===== src/vgarq_pkg.sv =====
package vgarq_pkg;

    localparam int PEN_COUNT = 17;

    localparam logic [4:0] BORDER_PEN      = 5'd16;
    localparam logic [5:0] RASTER_INT_LINE = 6'd52;
    localparam logic [5:0] RESYNC_MARGIN   = 6'd32;
    localparam logic [1:0] RESYNC_LINES    = 2'd2;
    localparam logic [1:0] MODE_RESET      = 2'd1;
    localparam logic [1:0] PORT_SELECT     = 2'b01;

    // Function code in data bits 7:6 of a port write
    typedef enum logic [1:0] {
        FN_PEN  = 2'd0,
        FN_INK  = 2'd1,
        FN_MODE = 2'd2,
        FN_RAM  = 2'd3
    } port_fn_t;

    typedef struct packed {
        logic        hsync_level;
        logic        vsync_level;
        logic        cpu_m1;
        logic        cpu_iorq;
        logic        cpu_wr;
        logic [15:0] cpu_address;
        logic [7:0]  cpu_data;
        logic        companion_unlocked;
        logic        companion_irq_active;
        logic [4:0]  query_pen;
    } in_beat_t;

    typedef struct packed {
        logic       irq_out;
        logic [1:0] active_mode;
        logic [7:0] rom_setting;
        logic [7:0] ram_setting;
        logic [3:0] phase_out;
        logic [5:0] line_count_out;
        logic [4:0] query_colour;
    } out_beat_t;

endpackage


===== src/vgarq_in_reg.sv =====
module vgarq_in_reg
(
    input  logic               clk,
    input  logic               rst_n,
    input  logic               in_valid,
    output logic               in_ready,
    input  vgarq_pkg::in_beat_t in_beat,
    output logic               beat_valid,
    output vgarq_pkg::in_beat_t beat,
    input  logic               beat_take
);

    logic                valid_reg;
    logic                valid_next;
    vgarq_pkg::in_beat_t beat_reg;

    assign in_ready   = !valid_reg || beat_take;
    assign beat_valid = valid_reg;
    assign beat       = beat_reg;

    always_comb
    begin
        valid_next = valid_reg;
        if (in_valid && in_ready)
        begin
            valid_next = 1'b1;
        end
        else if (beat_take)
        begin
            valid_next = 1'b0;
        end
    end

    always_ff @(posedge clk or negedge rst_n)
    begin
        if (!rst_n)
        begin
            valid_reg <= 1'b0;
        end
        else
        begin
            valid_reg <= valid_next;
        end
    end

    always_ff @(posedge clk)
    begin
        if (in_valid && in_ready)
        begin
            beat_reg <= in_beat;
        end
    end

endmodule


===== src/vgarq_core.sv =====
module vgarq_core
(
    input  logic                 clk,
    input  logic                 rst_n,
    input  logic                 cfg_we,
    input  logic                 cfg_wdata,
    input  logic                 beat_valid,
    input  vgarq_pkg::in_beat_t  beat,
    output logic                 beat_take,
    output logic                 res_valid,
    input  logic                 res_ready,
    output vgarq_pkg::out_beat_t res
);

    logic                 plus_reg;
    logic [3:0]           phase_reg;
    logic [3:0]           phase_next;
    logic [5:0]           line_reg;
    logic [5:0]           line_next;
    logic [1:0]           resync_reg;
    logic [1:0]           resync_next;
    logic                 hs_last_reg;
    logic                 vs_last_reg;
    logic                 irq_reg;
    logic                 irq_next;
    logic [4:0]           pen_reg;
    logic [4:0]           pen_next;
    logic [1:0]           cur_mode_reg;
    logic [1:0]           cur_mode_next;
    logic [1:0]           want_mode_reg;
    logic [1:0]           want_mode_next;
    logic [7:0]           rom_reg;
    logic [7:0]           rom_next;
    logic [7:0]           ram_reg;
    logic [7:0]           ram_next;
    logic [4:0]           ink_reg  [vgarq_pkg::PEN_COUNT];
    logic [4:0]           ink_next [vgarq_pkg::PEN_COUNT];
    logic                 res_valid_reg;
    logic                 res_valid_next;
    vgarq_pkg::out_beat_t res_reg;
    vgarq_pkg::out_beat_t res_next;

    logic                 hs_rise;
    logic                 hs_fall;
    logic                 vs_rise;
    logic                 owns;
    logic                 port_hit;
    logic                 ink_we;
    logic [5:0]           line_inc;
    logic [1:0]           resync_arm;
    vgarq_pkg::port_fn_t  fn;

    assign beat_take = beat_valid && (!res_valid_reg || res_ready);
    assign res_valid = res_valid_reg;
    assign res       = res_reg;

    assign hs_rise  = beat.hsync_level && !hs_last_reg;
    assign hs_fall  = !beat.hsync_level && hs_last_reg;
    assign vs_rise  = beat.vsync_level && !vs_last_reg;
    assign owns     = !(plus_reg && beat.companion_irq_active);
    assign port_hit = beat.cpu_iorq && beat.cpu_wr
                      && (beat.cpu_address[15:14] == vgarq_pkg::PORT_SELECT);
    assign fn       = vgarq_pkg::port_fn_t'(beat.cpu_data[7:6]);
    assign line_inc = line_reg + 6'd1;

    always_comb
    begin
        phase_next     = phase_reg + 4'd1;
        cur_mode_next  = hs_rise ? want_mode_reg : cur_mode_reg;
        resync_arm     = vs_rise ? vgarq_pkg::RESYNC_LINES : resync_reg;
        resync_next    = resync_arm;
        line_next      = line_reg;
        irq_next       = irq_reg;
        pen_next       = pen_reg;
        want_mode_next = want_mode_reg;
        rom_next       = rom_reg;
        ram_next       = ram_reg;
        ink_we         = 1'b0;

        if (hs_fall)
        begin
            line_next = line_inc;
            if (line_inc == vgarq_pkg::RASTER_INT_LINE)
            begin
                if (owns)
                begin
                    irq_next = 1'b1;
                end
                line_next = '0;
            end
            if (resync_arm != 2'd0)
            begin
                resync_next = resync_arm - 2'd1;
                if (resync_next == 2'd0)
                begin
                    if (line_next >= vgarq_pkg::RESYNC_MARGIN && owns)
                    begin
                        irq_next = 1'b1;
                    end
                    line_next = '0;
                end
            end
        end

        // acknowledge lands before any port write in the same tick
        if (beat.cpu_m1 && beat.cpu_iorq)
        begin
            line_next = {1'b0, line_next[4:0]};
            irq_next  = 1'b0;
        end

        if (port_hit)
        begin
            unique case (fn)
                vgarq_pkg::FN_PEN:
                begin
                    pen_next = beat.cpu_data[4] ? vgarq_pkg::BORDER_PEN
                                                : {1'b0, beat.cpu_data[3:0]};
                end
                vgarq_pkg::FN_INK:
                begin
                    ink_we = (pen_reg <= vgarq_pkg::BORDER_PEN);
                end
                vgarq_pkg::FN_MODE:
                begin
                    // remap form belongs to the companion chip
                    if (!(plus_reg && beat.companion_unlocked && beat.cpu_data[5]))
                    begin
                        want_mode_next = beat.cpu_data[1:0];
                        rom_next       = beat.cpu_data;
                        if (beat.cpu_data[4])
                        begin
                            irq_next  = 1'b0;
                            line_next = '0;
                        end
                    end
                end
                vgarq_pkg::FN_RAM:
                begin
                    ram_next = beat.cpu_data;
                end
                default:
                begin
                    ram_next = ram_reg;
                end
            endcase
        end
    end

    always_comb
    begin
        for (int i = 0; i < vgarq_pkg::PEN_COUNT; i++)
        begin
            ink_next[i] = (ink_we && (pen_reg == 5'(i))) ? beat.cpu_data[4:0] : ink_reg[i];
        end
    end

    always_comb
    begin
        res_next.irq_out        = irq_next;
        res_next.active_mode    = cur_mode_next;
        res_next.rom_setting    = rom_next;
        res_next.ram_setting    = ram_next;
        res_next.phase_out      = phase_next;
        res_next.line_count_out = line_next;
        res_next.query_colour   = (beat.query_pen <= vgarq_pkg::BORDER_PEN)
                                  ? ink_next[beat.query_pen] : 5'd0;
    end

    always_comb
    begin
        res_valid_next = res_valid_reg;
        if (beat_take)
        begin
            res_valid_next = 1'b1;
        end
        else if (res_ready)
        begin
            res_valid_next = 1'b0;
        end
    end

    always_ff @(posedge clk or negedge rst_n)
    begin
        if (!rst_n)
        begin
            plus_reg <= 1'b0;
        end
        else if (cfg_we)
        begin
            plus_reg <= cfg_wdata;
        end
    end

    always_ff @(posedge clk or negedge rst_n)
    begin
        if (!rst_n)
        begin
            phase_reg     <= '0;
            line_reg      <= '0;
            resync_reg    <= '0;
            hs_last_reg   <= 1'b0;
            vs_last_reg   <= 1'b0;
            irq_reg       <= 1'b0;
            pen_reg       <= '0;
            cur_mode_reg  <= vgarq_pkg::MODE_RESET;
            want_mode_reg <= vgarq_pkg::MODE_RESET;
            rom_reg       <= '0;
            ram_reg       <= '0;
            for (int i = 0; i < vgarq_pkg::PEN_COUNT; i++)
            begin
                ink_reg[i] <= '0;
            end
            res_valid_reg <= 1'b0;
        end
        else
        begin
            res_valid_reg <= res_valid_next;
            if (beat_take)
            begin
                phase_reg     <= phase_next;
                line_reg      <= line_next;
                resync_reg    <= resync_next;
                hs_last_reg   <= beat.hsync_level;
                vs_last_reg   <= beat.vsync_level;
                irq_reg       <= irq_next;
                pen_reg       <= pen_next;
                cur_mode_reg  <= cur_mode_next;
                want_mode_reg <= want_mode_next;
                rom_reg       <= rom_next;
                ram_reg       <= ram_next;
                for (int i = 0; i < vgarq_pkg::PEN_COUNT; i++)
                begin
                    ink_reg[i] <= ink_next[i];
                end
            end
        end
    end

    always_ff @(posedge clk)
    begin
        if (beat_take)
        begin
            res_reg <= res_next;
        end
    end

endmodule


===== src/video_gate_array_raster_irq.sv =====
// Channel   Handshake              Payload
// input     in_valid / in_ready    hsync_level .. query_pen, one tick per beat
// output    out_valid / out_ready  irq_out .. query_colour, one beat per input
// config    cfg_we                 cfg_wdata (plus_attached)
//
// One beat per cycle sustained while out_ready holds; a result passes through the
// input register, then the result register, before it is on the outputs.
// The input register keeps taking beats while a result waits, until both fill.
// rst_n clears all state: mode 1, counters, palette and banking bytes to 0.
module video_gate_array_raster_irq
(
    input  logic        clk,
    input  logic        rst_n,
    input  logic        cfg_we,
    input  logic        cfg_wdata,
    input  logic        in_valid,
    output logic        in_ready,
    input  logic        hsync_level,
    input  logic        vsync_level,
    input  logic        cpu_m1,
    input  logic        cpu_iorq,
    input  logic        cpu_wr,
    input  logic [15:0] cpu_address,
    input  logic [7:0]  cpu_data,
    input  logic        companion_unlocked,
    input  logic        companion_irq_active,
    input  logic [4:0]  query_pen,
    output logic        out_valid,
    input  logic        out_ready,
    output logic        irq_out,
    output logic [1:0]  active_mode,
    output logic [7:0]  rom_setting,
    output logic [7:0]  ram_setting,
    output logic [3:0]  phase_out,
    output logic [5:0]  line_count_out,
    output logic [4:0]  query_colour
);

    vgarq_pkg::in_beat_t  in_beat;
    vgarq_pkg::in_beat_t  beat;
    vgarq_pkg::out_beat_t res;
    logic                 beat_valid;
    logic                 beat_take;

    always_comb
    begin
        in_beat.hsync_level          = hsync_level;
        in_beat.vsync_level          = vsync_level;
        in_beat.cpu_m1               = cpu_m1;
        in_beat.cpu_iorq             = cpu_iorq;
        in_beat.cpu_wr               = cpu_wr;
        in_beat.cpu_address          = cpu_address;
        in_beat.cpu_data             = cpu_data;
        in_beat.companion_unlocked   = companion_unlocked;
        in_beat.companion_irq_active = companion_irq_active;
        in_beat.query_pen            = query_pen;
    end

    vgarq_in_reg u_in_reg
    (
        .clk        (clk),
        .rst_n      (rst_n),
        .in_valid   (in_valid),
        .in_ready   (in_ready),
        .in_beat    (in_beat),
        .beat_valid (beat_valid),
        .beat       (beat),
        .beat_take  (beat_take)
    );

    vgarq_core u_core
    (
        .clk        (clk),
        .rst_n      (rst_n),
        .cfg_we     (cfg_we),
        .cfg_wdata  (cfg_wdata),
        .beat_valid (beat_valid),
        .beat       (beat),
        .beat_take  (beat_take),
        .res_valid  (out_valid),
        .res_ready  (out_ready),
        .res        (res)
    );

    assign irq_out        = res.irq_out;
    assign active_mode    = res.active_mode;
    assign rom_setting    = res.rom_setting;
    assign ram_setting    = res.ram_setting;
    assign phase_out      = res.phase_out;
    assign line_count_out = res.line_count_out;
    assign query_colour   = res.query_colour;

`ifndef ASSERT_OFF
    // counter wraps on reaching the interrupt line, so it never shows it
    a_line_below_irq: assert property (@(posedge clk) disable iff (!rst_n)
        out_valid |-> (line_count_out < vgarq_pkg::RASTER_INT_LINE))
        else $error("line counter reached interrupt line");

    a_ready_when_empty: assert property (@(posedge clk) disable iff (!rst_n)
        !out_valid |-> in_ready)
        else $error("input stalled with empty result register");

    a_beat_moves: assert property (@(posedge clk) disable iff (!rst_n)
        (beat_valid && !out_valid) |=> out_valid)
        else $error("buffered beat did not reach result register");
`endif

endmodule


===== config.mk =====
export PLATFORM = sky130hd
export DESIGN_NAME = video_gate_array_raster_irq
export DESIGN_NICKNAME = d
export VERILOG_FILES = /design/src/vgarq_pkg.sv /design/src/vgarq_in_reg.sv /design/src/vgarq_core.sv /design/src/video_gate_array_raster_irq.sv
export SDC_FILE = /design/constraint.sdc
export NUM_CORES = 1
export LEC_CHECK = 0
export ABC_AREA = 0
export BUFFER_PORTS_ARGS = -buffer_cell sky130_fd_sc_hd__buf_2
export CORE_MARGIN = 2
export CORE_UTILIZATION = 35
export CTS_BUF_LIST = sky130_fd_sc_hd__clkbuf_8
export DETAILED_ROUTE_END_ITERATION = 12
export SLEW_MARGIN = 5
export SYNTH_ARGS = -nofsm -noshare
export SYNTH_HDL_FRONTEND = slang
export SYNTH_SLANG_ARGS = --single-unit

===== constraint.sdc =====
create_clock -name clk -period 4.9 [get_ports clk]
set_input_delay 0.735 -clock clk [delete_from_list [all_inputs] [get_ports clk]]
set_output_delay 0.735 -clock clk [all_outputs]
set_load 0.005 [all_outputs]

==> flow_summary.ini, run 1 <==
[cells_and_area]
nFillCells = 2358
register_area_um2 = 4890
multi_input_area_um2 = 3630
largest_reg_flops = 85
nNetsFinal = 800
drive_above_1_share_pct = 32.1
area_growth_pct = 11.9
final_util_pct = 40.0
n_antenna_cell = 0

[setup_path]
critPathTopFamily = simple AND/OR/NAND/NOR gates
cp.buffers_inverters = 1
path_cells = nand4b_1, buf_4, nor4_2, mux2_2, mux4_2, o211ai_1, o211ai_1
crit_top_cell = o211ai_1
endpoint = u_core.res[4]$_SDFFCE_PN0P_
rr_worst_depth = 7
start_kind = register
crit_arrival_ns = 3.60
critPathRequiredTime_ns = 5.10
r2r-end = u_core.res[4]$_SDFFCE_PN0P_
slowest_delay_ns = 0.61
setup.worst_path.end_class = register
path_max_fanout = 12
critPathKind = register to register
cp-startpoint = u_in_reg.beat[30]$_DFFE_PP_
cp.depth = 7
r2r_setup_slack_ns = 1.50
r2r_start = u_in_reg.beat[30]$_DFFE_PP_
slowest_stage = nor4_2

[grt]
grt_usage_pct = 16.5
grt_pass1_wl_um = 33500
antenna_found_initial = 0
gr-total-overflow = 0
grt_pass1_vias = 5832
grt_max_degree = 65

[floorplan]
die_w_um = 162
fp.coreArea_um2 = 24400
rows = 57
die-area_um2 = 26200
die_y_um = 162
io_pins = 78
start_util_pct = 35.8

[cts]
clk_pin_slew_ns = 0.10
insertion_delay_ns = 0.48
cts_tree = built
cts_num_sinks = 184
postCtsSetupBuffers = 0
cts_root_buf = clkbuf_8
numCtsBuffers = 17
cts_buffer_depth = 2
hold_buffers = 0
cts_resized = 0
ctsHtreeMaxLevel = 4

[placement]
routabilityCongestion = 0.842
port_buffers = 63
hpwl_um = 13400
pre_cts_ws_ns = 1.57

[yosys]
synth_flop_cell = dfrtp_1
ys_seq_area_share_pct = 56.0
ys_ff_latch = 184
synth_nets = 752
synth_edf_count = 56
synth.distinct_cells = 67
async_flop_share_pct = 69.6
synth_cells = 708
syn_area_per_cell_um2 = 12.3
synth_area_um2 = 8730
yosysWarnings = 0

[routing]
vias_per_cell = 5.38
drt-initial-drc-count = 449
wire_per_inst_um = 18.8
drt_first_pass_iters = 6
wl_um = 20500
postRouteAntennaNets = 0
via_count = 5881
drc_errors = 0

[sta]
fin_setup_tns_ns = 0
drv_slew = 0
finalHoldViolCount = 0
worstMarginPinSlew_ns = 0.898
fin_worst_skew_ns = 0.0138
timing.final.crit_share_pct = 69.3
fin_hold_ws_ns = 0.365
rsz0062_at_grt = false
relSlewSlack_pct = 40.1
finalSetupViolations = 0
fin_crit_ns = 3.40
max_freq_mhz = 294
fin_ws_ns = 1.50

[power]
power_density_nw_per_um2 = 339
p_leak_uw = 0.00408
seq_power_share_pct = 55.3
vdd_ir_drop_max_mv = 0.152
clockPowerShare_pct = 32.0
p_sw_share_pct = 28.7
p_int_uw = 2360
p_comb_share_pct = 12.7
netSwitchingPower_uw = 950

[hold_path]
hold_path.class = input pin to async pin

[outcome]
status = complete, no violations

[run]
max-cap-violations = 0
[layer usage]
layer / routed length, um / vias up / global-route usage [%]
met3: 958 / 17 / 3.27
met1: 10200 / 2956 / 23.9
met5: 0 / - / 0
li1: - / 2756 / -
met4: 254 / 0 / 4.83
met2: 9130 / 152 / 25.1
[logic make-up after synthesis]
kind of cell / Yosys count / synth area share (%)
adder cells (fa/ha/maj): 2 / 0.287
multiplexers: 142 / 18.2
buffers and inverters: 54 / 2.44
AND/OR/NAND/NOR: 207 / 12.6
AO/OA/AOI/OAI: 111 / 9.66
XOR/XNOR: 8 / 0.803
flip-flops: 184 / 56.0
[synthesized netlist by cell type, drive strengths merged, types with 3 or more instances]
| cell type | count | area share, % |
|---|---|---|
| xor2 | 3 | 0.30 |
| mux2 | 116 | 15 |
| o31ai | 7 | 0.60 |
| nand2b | 14 | 1.0 |
| and2 | 3 | 0.22 |
| o211ai | 5 | 0.43 |
| nor3 | 32 | 1.8 |
| nor4 | 13 | 1.5 |
| a21oi | 11 | 0.63 |
| xnor2 | 5 | 0.50 |
| nor2 | 47 | 2.0 |
| o21ai | 26 | 1.5 |
| nand3 | 8 | 0.46 |
| inv | 6 | 0.26 |
| nor2b | 6 | 0.43 |
| o311ai | 5 | 0.50 |
| or2 | 8 | 0.57 |
| clkbuf | 34 | 1.5 |
| dfrtp | 126 | 36 |
| edfxtp | 56 | 19 |
| or3 | 6 | 0.49 |
| o22ai | 5 | 0.36 |
| mux2i | 24 | 2.8 |
| nand3b | 8 | 0.69 |
| nand2 | 50 | 2.2 |
| o41ai | 7 | 1.0 |
| o221ai | 25 | 2.5 |
| buf | 13 | 0.67 |
[power groups by stage]
stage          Clock [uW]  Sequential, uW  Combinational (uW)
2_1_floorplan           0            1840                 278
3_3_place_gp            0            1850                 419
3_5_place_dp            0            1860                 425
4_1_cts              1090            1830                 427
5_1_grt              1140            1850                 476
6_report             1060            1830                 421
[cell type report]
cell class,count,share of cell area (%)
tap,324,4.15
clock buffer,18,2.54
clock inverter,14,1.59
inverter,7,0.269
sequential,184,50.1
timing repair buffer,76,4.25
multi-input combinational,470,37.1
[worst min path at each step]
stage	slack (ns)	endpoint	from
CTS	0.40	u_core.ink_reg[51]$_DFFE_PN0P_	rst_n
finish	0.37	u_core.ink_reg[51]$_DFFE_PN0P_	rst_n
global placement	0.44	u_core.ram_reg[7]$_DFFE_PN0P_	u_core.ram_reg[7]$_DFFE_PN0P_
detailed placement	0.45	u_core.ram_reg[7]$_DFFE_PN0P_	u_core.ram_reg[7]$_DFFE_PN0P_
floorplan	0.43	u_core.ram_reg[6]$_DFFE_PN0P_	u_core.ram_reg[6]$_DFFE_PN0P_
global route	0.39	u_in_reg.beat[33]$_DFFE_PP_	cpu_m1
[stage by stage]
step | total power [uW] | std cells | area [um^2]
floorplan | 2110 | 708 | 8730
global placement | 2270 | 1061 | 9360
detailed placement | 2280 | 1061 | 9360
CTS | 3340 | 1093 | 9760
global route | 3470 | 1093 | 9760
finish | 3310 | 1093 | 9760
[worst register-to-register path, cell delays in order, from the launching register on]
cell and delay (ns):
edfxtp_1 0.38, nand4b_1 0.54, buf_4 0.40, nor4_2 0.61, mux2_2 0.43, mux4_2 0.45, o211ai_1 0.18, o211ai_1 0.14
[cells in the final DEF (no fill, tap or decap), types with 3 or more instances in the layout]
cell type	Yosys	routed
dfrtp_1	126	126
mux2_2	116	116
buf_2	8	62
edfxtp_1	56	56
nand2_1	50	50
nor2_1	47	47
nor3_1	32	32
o221ai_1	25	25
mux2i_1	24	24
o21ai_0	20	20
clkbuf_8	0	18
nand2b_1	14	14
buf_4	0	14
a21oi_1	11	11
nand3_1	8	8
nand3b_1	8	8
o31ai_1	7	7
inv_1	6	6
nor2b_1	6	6
nor4_1	6	6
o21ai_1	6	6
nor4_2	6	6
xnor2_1	5	5
or3_1	5	5
o211ai_1	5	5
o22ai_1	5	5
or2_2	4	4
or2_1	4	4
o311ai_0	4	4
o41ai_2	4	4
inv_6	0	4
inv_8	0	4
and2_1	3	3
xor2_1	3	3
o41ai_1	3	3
(Power assumes the default switching activity.)
==> run 2, diff against run 1 <==
==> constraint.sdc (replaced) <==
create_clock -name clk -period 3 [get_ports clk]
set_input_delay 0.45 -clock clk [delete_from_list [all_inputs] [get_ports clk]]
set_output_delay 0.45 -clock clk [all_outputs]
set_load 0.005 [all_outputs]
==> flow_summary.ini, run 2 (synthesis gave the netlist of run 1 again) <==
[outcome]
status = complete, no violations

[cts]
numCtsBuffers = 17
clk_pin_slew_ns = 0.11
cts_buffer_depth = 2
cts_tree = built
cts_root_buf = clkbuf_8
insertion_delay_ns = 0.48
cts_num_sinks = 184
ctsHtreeMaxLevel = 4
postCtsSetupBuffers = 0

[setup_path]
cp.buffers_inverters = 0
critPathKind = register to register
start_kind = register
crit_arrival_ns = 3.05
setup.worst_path.end_class = register
slowest_delay_ns = 0.54
path_cells = or3b_1, or3_4, o221ai_1, o32a_1, o211ai_1, a221oi_2, o22ai_1
slowest_stage = or3b_1
critPathTopFamily = compound AO/OA/AOI/OAI gates
critPathRequiredTime_ns = 3.22
path_max_fanout = 14

[sta]
max_freq_mhz = 353
fin_hold_ws_ns = 0.132
rsz0062_at_grt = false
finalHoldViolCount = 0
drv_slew = 0
worstMarginPinSlew_ns = 0.630
relSlewSlack_pct = 57.7
fin_crit_ns = 2.83
fin_setup_tns_ns = 0
fin_worst_skew_ns = 0.0173
timing.final.crit_share_pct = 94.4
finalSetupViolations = 0

[power]
p_leak_uw = 0.00425
vdd_ir_drop_max_mv = 0.297
power_density_nw_per_um2 = 540

[routing]
drc_errors = 0
via_count = 6032
wire_per_inst_um = 18.7
vias_per_cell = 5.36
drt_first_pass_iters = 5
drt-initial-drc-count = 475
wl_um = 21000
postRouteAntennaNets = 0

[floorplan]
die-area_um2 = 26200
start_util_pct = 35.8
die_w_um = 162
rows = 57
die_y_um = 162
fp.coreArea_um2 = 24400
io_pins = 78

[placement]
routabilityCongestion = 0.861
hpwl_um = 14200
place_area_um2 = 9610
port_buffers = 63

[cells_and_area]
layout_common_cells = dfrtp_1, mux2_2, buf_2
n_antenna_cell = 0
nNetsFinal = 832
final_common_cell = dfrtp_1
largest_reg_flops = 85
drive_above_1_share_pct = 34.7
fin_area_um2 = 10000
area_growth_pct = 14.8

[grt]
grt_pass1_vias = 5967
grt_pass1_wl_um = 34100
gr-total-overflow = 0
grt_usage_pct = 16.8
grt_max_degree = 70
antenna_found_initial = 0

[run]
max-cap-violations = 0

[hold_path]
hold_path.class = input pin to register
## run 2: path summary, 6_finish.rpt
kind	from	end	slack, ns	cells past startpoint
max in group asynchronous	rst_n	u_core.resync_reg[0]$_DFFE_PN0P_	1.77	3
max reg2reg	u_in_reg.beat[13]$_DFFE_PP_	u_core.res[3]$_SDFFCE_PN0P_	0.17	7
max	u_in_reg.beat[13]$_DFFE_PP_	u_core.res[3]$_SDFFCE_PN0P_	0.17	7
min in group asynchronous	rst_n	u_core.ink_reg[66]$_DFFE_PN0P_	0.40	2
min reg2reg	u_core.cur_mode_reg[0]$_DFFE_PN1P_	u_core.cur_mode_reg[0]$_DFFE_PN1P_	0.47	2
min	query_pen[0]	u_in_reg.beat[0]$_DFFE_PP_	0.13	1
## run 2: layer usage
| metal | wire (um) | track usage, % | vias to the layer above | share of wire (%) |
|---|---|---|---|---|
| li1 | - | - | 2818 | - |
| met1 | 9990 | 23.9 | 2992 | 48 |
| met2 | 9380 | 25.6 | 199 | 45 |
| met3 | 1340 | 4.03 | 23 | 6.4 |
| met4 | 282 | 5.11 | 0 | 1.3 |
| met5 | 0 | 0 | - | 0 |
## run 2: worst register-to-register path, stage by stage, from the launching register on
cell	delay [ns]
edfxtp_1	0.51
or3b_1	0.55
or3_4	0.48
o221ai_1	0.31
o32a_1	0.19
o211ai_1	0.12
a221oi_2	0.29
o22ai_1	0.13
## run 2: final cells by class
type | count | area, um^2
Tap cell | 324 | 405
Fill cell | 2332 | 14400
Sequential cell | 184 | 4890
Timing Repair Buffer | 108 | 671
Clock buffer | 18 | 248
Multi-Input combinational cell | 470 | 3630
Clock inverter | 14 | 155
Inverter | 7 | 26.3
## run 2: what timing repair did
item,CTS,global route
hold buffers,1,0
gates resized for setup,0,0
hold endpoints to repair,22,0
## run 2: power by group
group / total, uW / switching [uW] / leakage (uW) / internal (uW)
logic: 738 / 427 / 0.00175 / 310
clock network: 1700 / 1050 / 0.000203 / 650
registers: 2970 / 129 / 0.00229 / 2840
## run 2: metrics by stage
stage          utilization [%]  instances  total power (uW)  setup WS [ns]
6_report                  41.1       1125              5410          0.169
2_1_floorplan                -        708              3450          0.430
5_1_grt                   41.1       1125              5670         0.0543
3_3_place_gp              39.4       1092              3740          0.268
4_1_cts                   41.1       1125              5450          0.201
3_5_place_dp              39.4       1092              3760          0.215
